==> src/design/assert_macros.svh <==
// Assertion macros used by the top design file of the message sequencer.
// Self-contained; the bodies are left empty when SYNTHESIS is defined.
`ifndef ASSERT_MACROS_SVH
`define ASSERT_MACROS_SVH

`ifndef SYNTHESIS

// Property must hold at every clock edge outside reset.
`define ASSERT_PROP(lbl, clk, rstn, prop) \
  lbl: assert property (@(posedge clk) disable iff (!rstn) (prop)) \
    else $error("assertion failed");

// Expression must never be true outside reset.
`define ASSERT_NEVER(lbl, clk, rstn, expr) \
  lbl: assert property (@(posedge clk) disable iff (!rstn) !(expr)) \
    else $error("forbidden condition seen");

`else

`define ASSERT_PROP(lbl, clk, rstn, prop)
`define ASSERT_NEVER(lbl, clk, rstn, expr)

`endif

`endif

==> src/design/smsq_pkg.sv <==
// Shared types, constants and helpers of the scrolling message sequencer.
// No dependencies.
package smsq_pkg;

  // Queue storage and field widths
  localparam int QUEUE_DEPTH = 8;
  localparam int IDX_W       = $clog2(QUEUE_DEPTH);
  localparam int CNT_W       = $clog2(QUEUE_DEPTH + 1);
  localparam int MAX_CHARS   = 64;
  localparam int CHAR_PIXELS = 6;
  localparam int GAP_CHARS   = 2;
  localparam int HANDLE_W    = 8;
  localparam int LEN_W       = 6;
  localparam int PRIO_W      = 8;
  localparam int TIME_W      = 32;
  localparam int SPEED_W     = 8;
  localparam int WIDTH_W     = 10;
  localparam int LIMIT_W     = 4;
  localparam int OFFSET_W    = 11;
  localparam int SUM_W       = OFFSET_W + 1;

  localparam logic [PRIO_W-1:0]   FRONT_PRIORITY = PRIO_W'(2);
  localparam logic [SUM_W-1:0]    GAP_PIXELS     = SUM_W'(GAP_CHARS * CHAR_PIXELS);
  localparam logic [OFFSET_W-1:0] SCROLL_MAX     = '1;

  // Item kinds
  typedef enum logic [1:0] {
    KIND_PUSH  = 2'd0,
    KIND_TICK  = 2'd1,
    KIND_CLEAR = 2'd2
  } kind_e;

  // Configuration register indexes
  localparam int CFG_IDX_W = 2;
  localparam logic [CFG_IDX_W-1:0] CFG_STEP_PX      = 2'd0;
  localparam logic [CFG_IDX_W-1:0] CFG_TIMEOUT_MS   = 2'd1;
  localparam logic [CFG_IDX_W-1:0] CFG_QUEUE_LIMIT  = 2'd2;
  localparam logic [CFG_IDX_W-1:0] CFG_SCREEN_WIDTH = 2'd3;

  // Reset values of the configuration registers
  localparam logic [SPEED_W-1:0] RST_STEP_PX      = SPEED_W'(1);
  localparam logic [TIME_W-1:0]  RST_TIMEOUT_MS   = TIME_W'(5000);
  localparam logic [LIMIT_W-1:0] RST_QUEUE_LIMIT  = LIMIT_W'(8);
  localparam logic [WIDTH_W-1:0] RST_SCREEN_WIDTH = WIDTH_W'(240);

  // Configuration as seen by the engine; limit already clamped to 1..QUEUE_DEPTH
  typedef struct packed {
    logic [SPEED_W-1:0] step_px;
    logic [TIME_W-1:0]  timeout_ms;
    logic [CNT_W-1:0]   limit;
    logic [WIDTH_W-1:0] screen_width;
  } cfg_t;

  typedef struct packed {
    logic [1:0]          kind;
    logic [HANDLE_W-1:0] msg_handle;
    logic [LEN_W-1:0]    msg_length;
    logic [PRIO_W-1:0]   priority_req;
    logic [TIME_W-1:0]   now_ms;
  } item_t;

  typedef struct packed {
    logic                showing;
    logic [HANDLE_W-1:0] shown_handle;
    logic [LEN_W-1:0]    shown_length;
    logic [OFFSET_W-1:0] scroll_offset;
    logic                second_copy;
    logic [CNT_W-1:0]    queue_count;
  } result_t;

  // Ring successor: wraps to 0 when the next slot would reach the limit
  function automatic logic [IDX_W-1:0] next_idx(input logic [IDX_W-1:0] idx,
                                                input logic [CNT_W-1:0] limit);
    logic [CNT_W:0] succ;
    succ = (CNT_W+1)'(idx) + (CNT_W+1)'(1);
    next_idx = (succ >= (CNT_W+1)'(limit)) ? '0 : succ[IDX_W-1:0];
  endfunction

endpackage

==> src/design/scrolling_message_sequencer_unit.sv <==
// Pipeline: an accepted item waits in the input register; its result loads the
// result register once that register is free, and a result-channel stall holds
// both. Throughput: one item per cycle while out_stall_i is low, set by
// the queue and scroll update in smsq_engine feeding its own state. Reset
// (async, active low) empties the queue, clears the started bits and scroll,
// and loads the configuration defaults; entry text fields are undefined until
// pushed. Depends on smsq_pkg, smsq_cfg_regs, smsq_engine, assert_macros.svh.
`include "assert_macros.svh"

module scrolling_message_sequencer_unit (
  input  logic                                 clk_i,
  input  logic                                 rst_ni,
  // Input item channel
  input  logic                                 in_valid_i,
  output logic                                 in_stall_o,
  input  logic [1:0]                           kind_i,
  input  logic [smsq_pkg::HANDLE_W-1:0]        msg_handle_i,
  input  logic [smsq_pkg::LEN_W-1:0]           msg_length_i,
  input  logic [smsq_pkg::PRIO_W-1:0]          priority_req_i,
  input  logic [smsq_pkg::TIME_W-1:0]          now_ms_i,
  // Result channel
  output logic                                 out_valid_o,
  input  logic                                 out_stall_i,
  output logic                                 showing_o,
  output logic [smsq_pkg::HANDLE_W-1:0]        shown_handle_o,
  output logic [smsq_pkg::LEN_W-1:0]           shown_length_o,
  output logic [smsq_pkg::OFFSET_W-1:0]        scroll_offset_o,
  output logic                                 second_copy_o,
  output logic [smsq_pkg::CNT_W-1:0]           queue_count_o,
  // Configuration write channel
  input  logic                                 cfg_valid_i,
  output logic                                 cfg_ready_o,
  input  logic [smsq_pkg::CFG_IDX_W-1:0]       cfg_index_i,
  input  logic [smsq_pkg::TIME_W-1:0]          cfg_data_i
);

  logic              in_valid_q, in_valid_d;
  smsq_pkg::item_t   item_q;
  logic              out_valid_q, out_valid_d;
  smsq_pkg::result_t res_q;
  smsq_pkg::result_t res_comb;
  smsq_pkg::cfg_t    cfg;
  logic              out_free, fire, in_take;

  // Handshake: result register frees when empty or taken this cycle
  assign out_free    = !out_valid_q || !out_stall_i;
  assign fire        = in_valid_q && out_free;
  assign in_stall_o  = in_valid_q && !out_free;
  assign in_take     = in_valid_i && !in_stall_o;
  assign cfg_ready_o = 1'b1;

  assign in_valid_d  = in_take || (in_valid_q && !fire);
  assign out_valid_d = out_free ? in_valid_q : out_valid_q;

  always_ff @(posedge clk_i or negedge rst_ni) begin
    if (!rst_ni) begin
      in_valid_q  <= 1'b0;
      out_valid_q <= 1'b0;
    end else begin
      in_valid_q  <= in_valid_d;
      out_valid_q <= out_valid_d;
    end
  end

  // Input and result payload registers
  always_ff @(posedge clk_i) begin
    if (in_take) begin
      item_q.kind         <= kind_i;
      item_q.msg_handle   <= msg_handle_i;
      item_q.msg_length   <= msg_length_i;
      item_q.priority_req <= priority_req_i;
      item_q.now_ms       <= now_ms_i;
    end
    if (fire) begin
      res_q <= res_comb;
    end
  end

  smsq_cfg_regs u_cfg (
    .clk_i       (clk_i),
    .rst_ni      (rst_ni),
    .cfg_valid_i (cfg_valid_i),
    .cfg_index_i (cfg_index_i),
    .cfg_data_i  (cfg_data_i),
    .cfg_o       (cfg)
  );

  smsq_engine u_engine (
    .clk_i    (clk_i),
    .rst_ni   (rst_ni),
    .fire_i   (fire),
    .item_i   (item_q),
    .cfg_i    (cfg),
    .result_o (res_comb)
  );

  assign out_valid_o     = out_valid_q;
  assign showing_o       = res_q.showing;
  assign shown_handle_o  = res_q.shown_handle;
  assign shown_length_o  = res_q.shown_length;
  assign scroll_offset_o = res_q.scroll_offset;
  assign second_copy_o   = res_q.second_copy;
  assign queue_count_o   = res_q.queue_count;

  // Checks
  `ASSERT_PROP(a_idle_result_zero, clk_i, rst_ni, (out_valid_o && !showing_o) |-> (scroll_offset_o == '0 && !second_copy_o && shown_handle_o == '0))
  `ASSERT_PROP(a_count_in_range, clk_i, rst_ni, out_valid_o |-> (queue_count_o <= smsq_pkg::CNT_W'(smsq_pkg::QUEUE_DEPTH)))
  `ASSERT_PROP(a_stall_only_full, clk_i, rst_ni, in_stall_o |-> (in_valid_q && out_valid_q))

endmodule

==> src/design/smsq_cfg_regs.sv <==
// Configuration register file of the message sequencer.
// Depends on smsq_pkg.
module smsq_cfg_regs (
  input  logic                                  clk_i,
  input  logic                                  rst_ni,
  input  logic                                  cfg_valid_i,
  input  logic [smsq_pkg::CFG_IDX_W-1:0]        cfg_index_i,
  input  logic [smsq_pkg::TIME_W-1:0]           cfg_data_i,
  output smsq_pkg::cfg_t                        cfg_o
);

  logic [smsq_pkg::SPEED_W-1:0] speed_q;
  logic [smsq_pkg::TIME_W-1:0]  timeout_q;
  logic [smsq_pkg::LIMIT_W-1:0] limit_q;
  logic [smsq_pkg::WIDTH_W-1:0] width_q;

  // Register writes, one per transfer
  always_ff @(posedge clk_i or negedge rst_ni) begin
    if (!rst_ni) begin
      speed_q   <= smsq_pkg::RST_STEP_PX;
      timeout_q <= smsq_pkg::RST_TIMEOUT_MS;
      limit_q   <= smsq_pkg::RST_QUEUE_LIMIT;
      width_q   <= smsq_pkg::RST_SCREEN_WIDTH;
    end else if (cfg_valid_i) begin
      unique case (cfg_index_i)
        smsq_pkg::CFG_STEP_PX:      speed_q   <= cfg_data_i[smsq_pkg::SPEED_W-1:0];
        smsq_pkg::CFG_TIMEOUT_MS:   timeout_q <= cfg_data_i;
        smsq_pkg::CFG_QUEUE_LIMIT:  limit_q   <= cfg_data_i[smsq_pkg::LIMIT_W-1:0];
        smsq_pkg::CFG_SCREEN_WIDTH: width_q   <= cfg_data_i[smsq_pkg::WIDTH_W-1:0];
        default: ;
      endcase
    end
  end

  // Effective limit: zero acts as one, anything above the depth acts as the depth
  always_comb begin
    cfg_o.step_px      = speed_q;
    cfg_o.timeout_ms   = timeout_q;
    cfg_o.screen_width = width_q;
    if (limit_q == '0) begin
      cfg_o.limit = smsq_pkg::CNT_W'(1);
    end else if (smsq_pkg::CNT_W'(limit_q) > smsq_pkg::CNT_W'(smsq_pkg::QUEUE_DEPTH)) begin
      cfg_o.limit = smsq_pkg::CNT_W'(smsq_pkg::QUEUE_DEPTH);
    end else begin
      cfg_o.limit = smsq_pkg::CNT_W'(limit_q);
    end
  end

endmodule

==> src/design/smsq_engine.sv <==
// Queue state, entry storage and combinational item processing of the sequencer.
// Depends on smsq_pkg.
module smsq_engine (
  input  logic              clk_i,
  input  logic              rst_ni,
  input  logic              fire_i,
  input  smsq_pkg::item_t   item_i,
  input  smsq_pkg::cfg_t    cfg_i,
  output smsq_pkg::result_t result_o
);

  localparam int D     = smsq_pkg::QUEUE_DEPTH;
  localparam int IDX_W = smsq_pkg::IDX_W;
  localparam int CNT_W = smsq_pkg::CNT_W;
  localparam int SUM_W = smsq_pkg::SUM_W;

  // Entry storage
  logic [smsq_pkg::HANDLE_W-1:0] handle_q [D];
  logic [smsq_pkg::LEN_W-1:0]    length_q [D];
  logic [smsq_pkg::TIME_W-1:0]   stamp_q  [D];
  logic [D-1:0]                  started_q;
  logic [D-1:0]                  started_d;

  // Queue control
  logic [IDX_W-1:0]              wr_q, wr_d, rd_q, rd_d;
  logic [CNT_W-1:0]              cnt_q, cnt_d;
  logic [smsq_pkg::OFFSET_W-1:0] pos_q, pos_d;

  // Per-item working values
  logic                          put_en;
  logic [IDX_W-1:0]              put_slot;
  logic [D-1:0]                  start_mask;
  logic [IDX_W-1:0]              rd_next, rd_after, ins_slot;
  logic [CNT_W-1:0]              cnt_after;
  logic                          head_started;
  logic [smsq_pkg::TIME_W-1:0]   head_stamp, elapsed;
  logic [smsq_pkg::LEN_W-1:0]    head_len;
  logic [SUM_W-1:0]              text_px, sum;
  logic                          wide;

  always_comb begin
    wr_d         = wr_q;
    rd_d         = rd_q;
    cnt_d        = cnt_q;
    pos_d        = pos_q;
    result_o     = '0;
    put_en       = 1'b0;
    put_slot     = wr_q;
    start_mask   = '0;
    rd_next      = smsq_pkg::next_idx(rd_q, cfg_i.limit);
    rd_after     = rd_q;
    cnt_after    = cnt_q;
    ins_slot     = '0;
    head_started = started_q[rd_q];
    head_stamp   = head_started ? stamp_q[rd_q] : item_i.now_ms;
    elapsed      = item_i.now_ms - head_stamp;
    head_len     = '0;
    text_px      = '0;
    sum          = '0;
    wide         = 1'b0;

    case (item_i.kind)
      smsq_pkg::KIND_PUSH: begin
        // A full queue drops its oldest entry first
        if (cnt_q >= cfg_i.limit && cnt_q != '0) begin
          rd_after  = rd_next;
          cnt_after = cnt_q - CNT_W'(1);
        end
        put_en = 1'b1;
        if (item_i.priority_req >= smsq_pkg::FRONT_PRIORITY) begin
          // Insert in front of the head and restart the scroll
          ins_slot = (rd_after == '0) ? IDX_W'(cfg_i.limit - CNT_W'(1))
                                      : rd_after - IDX_W'(1);
          put_slot = ins_slot;
          rd_d     = ins_slot;
          pos_d    = '0;
        end else begin
          put_slot = wr_q;
          wr_d     = smsq_pkg::next_idx(wr_q, cfg_i.limit);
          rd_d     = rd_after;
        end
        // The 6-bit length never exceeds MAX_CHARS-1, so no clamp is needed
        cnt_d = cnt_after + CNT_W'(1);
        if (cnt_d == CNT_W'(1)) begin
          pos_d            = '0;
          start_mask[rd_d] = 1'b1;
        end
      end

      smsq_pkg::KIND_CLEAR: begin
        wr_d  = '0;
        rd_d  = '0;
        cnt_d = '0;
        pos_d = '0;
      end

      smsq_pkg::KIND_TICK: begin
        if (cnt_q != '0) begin
          // Start the head on its first tick
          if (!head_started) begin
            start_mask[rd_q] = 1'b1;
            pos_d            = '0;
          end
          // Timeout pops the head and starts the next one
          if (cfg_i.timeout_ms != '0 && elapsed > cfg_i.timeout_ms) begin
            rd_d  = rd_next;
            cnt_d = cnt_q - CNT_W'(1);
            pos_d = '0;
            if (cnt_d != '0) begin
              start_mask[rd_next] = 1'b1;
            end
          end
          if (cnt_d != '0) begin
            head_len = length_q[rd_d];
            text_px  = SUM_W'(head_len) * SUM_W'(smsq_pkg::CHAR_PIXELS);
            wide     = text_px > SUM_W'(cfg_i.screen_width);
            result_o.showing       = 1'b1;
            result_o.shown_handle  = handle_q[rd_d];
            result_o.shown_length  = head_len;
            result_o.scroll_offset = pos_d;
            result_o.second_copy   = wide;
            // Advance the scroll: narrow text pops once off screen, wide text wraps
            sum = SUM_W'(pos_d) + SUM_W'(cfg_i.step_px);
            if (!wide) begin
              if (sum > text_px + SUM_W'(cfg_i.screen_width)) begin
                rd_after = smsq_pkg::next_idx(rd_d, cfg_i.limit);
                rd_d     = rd_after;
                cnt_d    = cnt_d - CNT_W'(1);
                sum      = '0;
                if (cnt_d != '0) begin
                  start_mask[rd_after] = 1'b1;
                end
              end
            end else if (sum >= text_px + smsq_pkg::GAP_PIXELS) begin
              sum = '0;
            end
            pos_d = (sum > SUM_W'(smsq_pkg::SCROLL_MAX)) ? smsq_pkg::SCROLL_MAX
                                                         : sum[smsq_pkg::OFFSET_W-1:0];
          end
        end
      end

      default: ;
    endcase

    result_o.queue_count = cnt_d;
  end

  // Started bits: a put clears, a start sets (a start wins on the same slot)
  always_comb begin
    started_d = started_q;
    for (int j = 0; j < D; j++) begin
      if (put_en && put_slot == IDX_W'(j)) begin
        started_d[j] = 1'b0;
      end
      if (start_mask[j]) begin
        started_d[j] = 1'b1;
      end
    end
  end

  // Control state
  always_ff @(posedge clk_i or negedge rst_ni) begin
    if (!rst_ni) begin
      wr_q      <= '0;
      rd_q      <= '0;
      cnt_q     <= '0;
      pos_q     <= '0;
      started_q <= '0;
    end else if (fire_i) begin
      wr_q      <= wr_d;
      rd_q      <= rd_d;
      cnt_q     <= cnt_d;
      pos_q     <= pos_d;
      started_q <= started_d;
    end
  end

  // Entry payload, no reset
  always_ff @(posedge clk_i) begin
    if (fire_i) begin
      for (int j = 0; j < D; j++) begin
        if (put_en && put_slot == IDX_W'(j)) begin
          handle_q[j] <= item_i.msg_handle;
          length_q[j] <= item_i.msg_length;
        end
        if (start_mask[j]) begin
          stamp_q[j] <= item_i.now_ms;
        end
      end
    end
  end

endmodule
==> config.mk <==
export PLATFORM = sky130hd
export DESIGN_NAME = scrolling_message_sequencer_unit
export DESIGN_NICKNAME = d
export VERILOG_FILES = /design/src/design/smsq_pkg.sv /design/src/design/scrolling_message_sequencer_unit.sv /design/src/design/smsq_cfg_regs.sv /design/src/design/smsq_engine.sv
export VERILOG_INCLUDE_DIRS = /design/src /design/src/design
export SDC_FILE = /design/constraint.sdc
export NUM_CORES = 1
export LEC_CHECK = 0
export ABC_CLOCK_PERIOD_IN_PS = 18700
export BUFFER_PORTS_ARGS = -buffer_cell sky130_fd_sc_hd__buf_4
export CORE_UTILIZATION = 40
export DETAILED_ROUTE_END_ITERATION = 16
export SKIP_LAST_GASP = 1
export SLEW_MARGIN = 20
export SYNTH_ARGS = -nofsm -noshare
export SYNTH_HDL_FRONTEND = slang
export SYNTH_SLANG_ARGS = --single-unit
==> constraint.sdc <==
create_clock -name clk_i -period 18.7 [get_ports clk_i]
set_input_delay 0.935 -clock clk_i [delete_from_list [all_inputs] [get_ports clk_i]]
set_output_delay 0.935 -clock clk_i [all_outputs]
set_load 0.02 [all_outputs]
# [After elaboration in Yosys (flattened, before gate mapping)]
# Memory sizes are Yosys's and may differ from the RTL's.
# Index checks and enable logic that the tools add are counted.
[word_totals] reg_bits=172 latch_bits=0 ramBits=368 rom_bits=0 word_cells=359 memories=3
[memory_table] name="u_engine.stamp_q" depth=8 width=32 read_ports=1 rd_clocked_by_memory_dff=0 wr=3 line_no="smsq_engine.sv:20" source="logic [smsq_pkg::TIME_W-1:0] stamp_q [D];"
[memory_table] name="u_engine.handle_q" depth=8 width=8 read_ports=1 rd_clocked_by_memory_dff=0 wr=1 line_no="smsq_engine.sv:18" source="logic [smsq_pkg::HANDLE_W-1:0] handle_q [D];"
[memory_table] name="u_engine.length_q" depth=8 width=6 read_ports=1 rd_clocked_by_memory_dff=0 wr=1 line_no="smsq_engine.sv:19" source="logic [smsq_pkg::LEN_W-1:0] length_q [D];"
[classes] n_addsub=12 n_mul=1 div_mod_pow=0 order_cmp=19 eq_ne=16 shift=0 muxes=196 n_bitwise=2 reduce_logical=81
[ops] operator="$mux 32" n=6
[ops] operator="$mux 8" n=20
[ops] operator="$reduce_or 32->1" n=5
[ops] operator="$mux 3" n=37
[ops] operator="$mux 11" n=9
[ops] operator="$mux 1" n=89
[ops] operator="$mux 12" n=6
[ops] operator="$reduce_or 8->1" n=7
[ops] operator="$mux 4" n=11
[ops] operator="$mux 6" n=7
[ops] operator="$reduce_or 6->1" n=7
[ops] operator="$pmux 11 s3" n=1
[ops] operator="$gt 32x32->1" n=1
[ops] operator="$reduce_bool 32->1" n=1
[ops] operator="$sub 32x32->32" n=1
[ops] operator="$mux 27" n=1
[ops] operator="$reduce_and 2->1" n=13
[ops] operator="$logic_and 1x1->1" n=18
[ops] operator="$reduce_bool 2->1" n=9
[ops] operator="$ge 4x4->1" n=4
[ops] operator="$lt 3x4->1 const B" n=4
[ops] operator="$or 8x8->8" n=2
[ops] operator="$pmux 8 s2" n=1
[ops] operator="$reduce_bool 4->1" n=4
[ops] operator="other kinds (37)" n=63

# [Logic depth before layout (Yosys ltp)]
[depth] depth_word=30 ltp_mapped=62 mapped_depth_nobuf=58

# [By module]
# A second synthesis with hierarchy kept.
[unflattened] cells_unflattened=2022 area_unflattened_um2=25937.4
[modules_own_cells] module="smsq_engine" instances=1 cells_per_inst=1805 area_each_um2=21127.8 seq_area_each_um2=11776.3
[modules_own_cells] module="scrolling_message_sequencer_unit" instances=1 cells_per_inst=97 area_each_um2=2716.4 seq_area_each_um2=2662.6
[modules_own_cells] module="smsq_cfg_regs" instances=1 cells_per_inst=120 area_each_um2=2093.3 seq_area_each_um2=1365.1

# [Worst setup path before layout]
# Ideal clock, no wire load.
[synth_timing] path_type="register to register" start="reg u_engine.rd_q[0]" end="mem u_engine.stamp_q[3][0] (netlist bit), enable pin" setup_time_ps=466 arrival_ps=13062 required_time_ps=18234 slack_ps=5173 path_stages_with_launch=61 period_less_slack_ps=13527 cell_sequence="dfrtp_1 clkbuf_1 clkbuf_1 and3_1 clkbuf_1 clkbuf_1 clkbuf_1 a22oi_1 nand4_1 o21ai_0 ha_1 nor2b_1 o2111ai_1 a41oi_1 o31a_1 o31a_1 nor4b_1 o31ai_1 [25 not listed] nor2_1 nor2_1 nor2_1 nor2_1 nor2_1 nor2_1 nor2_1 xor2_1 ha_1 nand3_1 nor3_1 a21oi_1 nand2_1 a21boi_2 nand2_2 nor2_1 nand4_1 o21ai_0"
[synth_rtl] item="start, declared" line_no="smsq_engine.sv:25" source="logic [IDX_W-1:0] wr_q, wr_d, rd_q, rd_d;"
[synth_rtl] item="start signal, assigned" line_no="smsq_engine.sv:172" source="rd_q <= rd_d;"
[synth_rtl] item="end, declared" line_no="smsq_engine.sv:20"

==> metrics <==
outcome completed; met2 Use GR 33.5%; Multi-input gate area 9480 um2; vias 17200; n_diodes 0; Top FF cell, synth edfxtp_1; setup violators final 0; Buffers on Ports 126; Initial Util 40.7%; Max-cap violations 0; slowest CP cell nor3_2; CP Class reg -> reg; Crit path arrival time 15.90 ns; R2R Path Start u_engine.rd_q[1]$_DFFE_PN0P_; GP Congestion 0.850; Post-Syn Area per Cell 12.9 um2; Async SR Flop Fraction 15.8%; syn_nets 2244; total track usage 20.1%; highest-count cells in the layout ignoring fill and taps 454 x edfxtp_1, 163 x nand2_1, 158 x buf_4, 148 x ha_1, 94 x inv_1; total core area 63400 um2; antenna violations before repair 0; routing usage on met3 2.99%; post-cts sizing count 0; Worst Reg-to-Reg Cells 58; Rows 92; Rel. slew slack 28.4%; Die ar. 65500 um2; Setup Fix Bufs, Post-CTS 0; final worst slack 3.15 ns; TritonCTS buffer count 58; Die Y 256 um; R2R setup slack 3.15 ns; Area Growth Syn to Fin 15.5%; clock sink count 539; Mapped Cells 1997; Reg-to-Reg End u_engine.stamp_q[7][28]$_DFFE_PP_; gr busiest metal met2; Final TNS setup 0 ns; maximum number of pins on one net before global-route repair 65; grt ovf 0; I/O pins 129; share of cells above drive strength 1 16.9%; Max stage delay on crit path 0.84 ns; CP Max Fanout 56; commonest non-fill, non-tap cell in the layout edfxtp_1; Final Hold Vio Count 0; CTS root buffer clkbuf_16; initial DRC count 1137; CTS tree yes; post-DP HPWL 42900 um; register area 15800 um2; Post-Route WL 66300 um; Hold Crit Class in -> async; FILL cells 5609; crit start category flop; first-pass GRT wire length 101000 um; Fmax 64.3 MHz; post-synthesis sequential area ratio 61.1%; clock slew at reported path FFs 0.07 ns; drt first pass iters 5; vias in the first global route 17100; RSZ-0062 raised after global routing false; synthesized area 25800 um2; clock buffer depth 3; Yosys reg bits 539; minimum clock period 15.55 ns; met1 usage 26.9%; antenna viol nets, final 0; skew final 0.0725 ns; number of enable flip-flop cells after synthesis 454; Worst Tran Pin Value 1.07 ns; Avg WL per Cell 21.9 um; Critical Path RT 19.05 ns; dpl ws 3.21 ns; nets 2384; H-tree Lvls 2; cts hold-fix bufs 0; via/cell ratio 5.67; Distinct cells, synth 86; # DRC 0; CP most frequent cell nor2_1; Synth Warn # 0; Crit. End Element flop; Tcrit/Tclk final 83.2%; Clk Latency, worst-skew pair 0.67 ns; Max Transition Viols Final 0; DIE WIDTH 256 um
-- layout make-up --
type / instances / area share (%)
Sequential cell: 539 / 52.9
Multi-Input combinational cell: 1285 / 31.8
Clock buffer: 66 / 4.97
Timing Repair Buffer: 158 / 3.98
Tap cell: 846 / 3.55
Clock inverter: 40 / 1.55
Inverter: 95 / 1.20
-- synthesized netlist by cell type, drive strengths merged, types with 10 or more instances --
library cell | count | area share, %
dfstp | 11 | 1.1
a32o | 10 | 0.39
a221oi | 31 | 1.1
a22o | 33 | 1.1
a21o | 36 | 1.0
a21oi | 76 | 1.5
nor3 | 22 | 0.45
o21ai | 81 | 1.6
nand3 | 47 | 0.91
a22oi | 66 | 1.9
mux2 | 63 | 2.7
a31oi | 18 | 0.44
edfxtp | 454 | 53
ha | 148 | 7.2
nor2 | 95 | 1.4
and2 | 27 | 0.65
buf | 24 | 0.49
and3 | 38 | 0.94
a311oi | 17 | 0.58
mux2i | 16 | 0.72
nor4 | 14 | 0.39
nand4 | 44 | 1.1
inv | 94 | 1.4
nand2b | 22 | 0.53
xnor2 | 45 | 1.6
nand2 | 164 | 2.4
o21a | 17 | 0.49
xor2 | 19 | 0.67
dfrtp | 74 | 7.2
a211oi | 10 | 0.31
o21bai | 11 | 0.32
clkbuf | 54 | 0.79
-- routing by layer --
layer,routed length (um),share of wire (%)
met1,29000,44
met2,31800,48
met3,3820,5.8
met4,1740,2.6
met5,0,0
-- worst max-delay path by stage --
stage                                       from                                end  cells after the start
finish              u_engine.rd_q[1]$_DFFE_PN0P_  u_engine.stamp_q[7][28]$_DFFE_PP_                     58
global route        u_engine.rd_q[1]$_DFFE_PN0P_  u_engine.stamp_q[7][28]$_DFFE_PP_                     57
CTS                 u_engine.rd_q[1]$_DFFE_PN0P_   u_engine.stamp_q[7][8]$_DFFE_PP_                     57
detailed placement  u_engine.rd_q[1]$_DFFE_PN0P_  u_engine.stamp_q[7][11]$_DFFE_PP_                     57
global placement    u_engine.rd_q[1]$_DFFE_PN0P_  u_engine.stamp_q[7][29]$_DFFE_PP_                     58
floorplan           u_engine.rd_q[0]$_DFFE_PN0P_   u_engine.stamp_q[3][0]$_DFFE_PP_                     60
-- worst max-delay path: cells and delay by family (launching register included) --
kind / cells / cell delay (ns)
AO/OA/AOI/OAI: 23 / 5.87
XOR/XNOR: 3 / 0.82
adder cells (fa/ha/maj): 7 / 2.22
buffers and inverters: 6 / 1.85
flip-flops: 1 / 0.72
multiplexers: 1 / 0.36
AND/OR/NAND/NOR: 18 / 3.30
-- cell families (layout without fill, tap and decap cells) --
family | count (synthesis) | count (layout) | share of synthesized area [%]
compound gates | 479 | 479 | 13.2
xor+xnor | 64 | 64 | 2.23
fa+ha+maj | 152 | 152 | 7.49
buf+inv | 173 | 359 | 2.66
flops | 539 | 539 | 61.1
mux | 79 | 79 | 3.47
other cells | 1 | 1 | 0.0145
simple gates | 510 | 510 | 9.80
-- registers in the layout, indices dropped and copies added (netlist names) --
register	count
u_engine.handle_q	64
u_engine.stamp_q	256
u_cfg.limit_q	4
second_copy_o	1
shown_length_o	6
u_cfg.speed_q	8
out_valid_o	1
u_engine.started_q	8
queue_count_o	4
u_engine.wr_q	3
item_q	55
u_engine.rd_q	3
u_cfg.width_q	10
showing_o	1
u_engine.cnt_q	4
u_engine.length_q	48
in_valid_q	1
u_cfg.timeout_q	32
scroll_offset_o	11
u_engine.pos_q	11
shown_handle_o	8
-- stage by stage --
stage | std cells | utilization (%) | hold WS [ns] | cell area [um2]
after CTS | 3029 | 47.0 | 0.174 | 29800
final | 3029 | 47.0 | 0.204 | 29800
after global routing | 3029 | 47.0 | 0.210 | 29800
after detailed placement | 2923 | 43.9 | 0.486 | 27800
after floorplan | 1997 | - | 0.455 | 25800
after global placement | 2923 | 43.9 | 0.472 | 27800
Power is left out: the tool's default activity adds up to more than one toggle a clock period on the data nets, which glitch-free logic cannot reach.
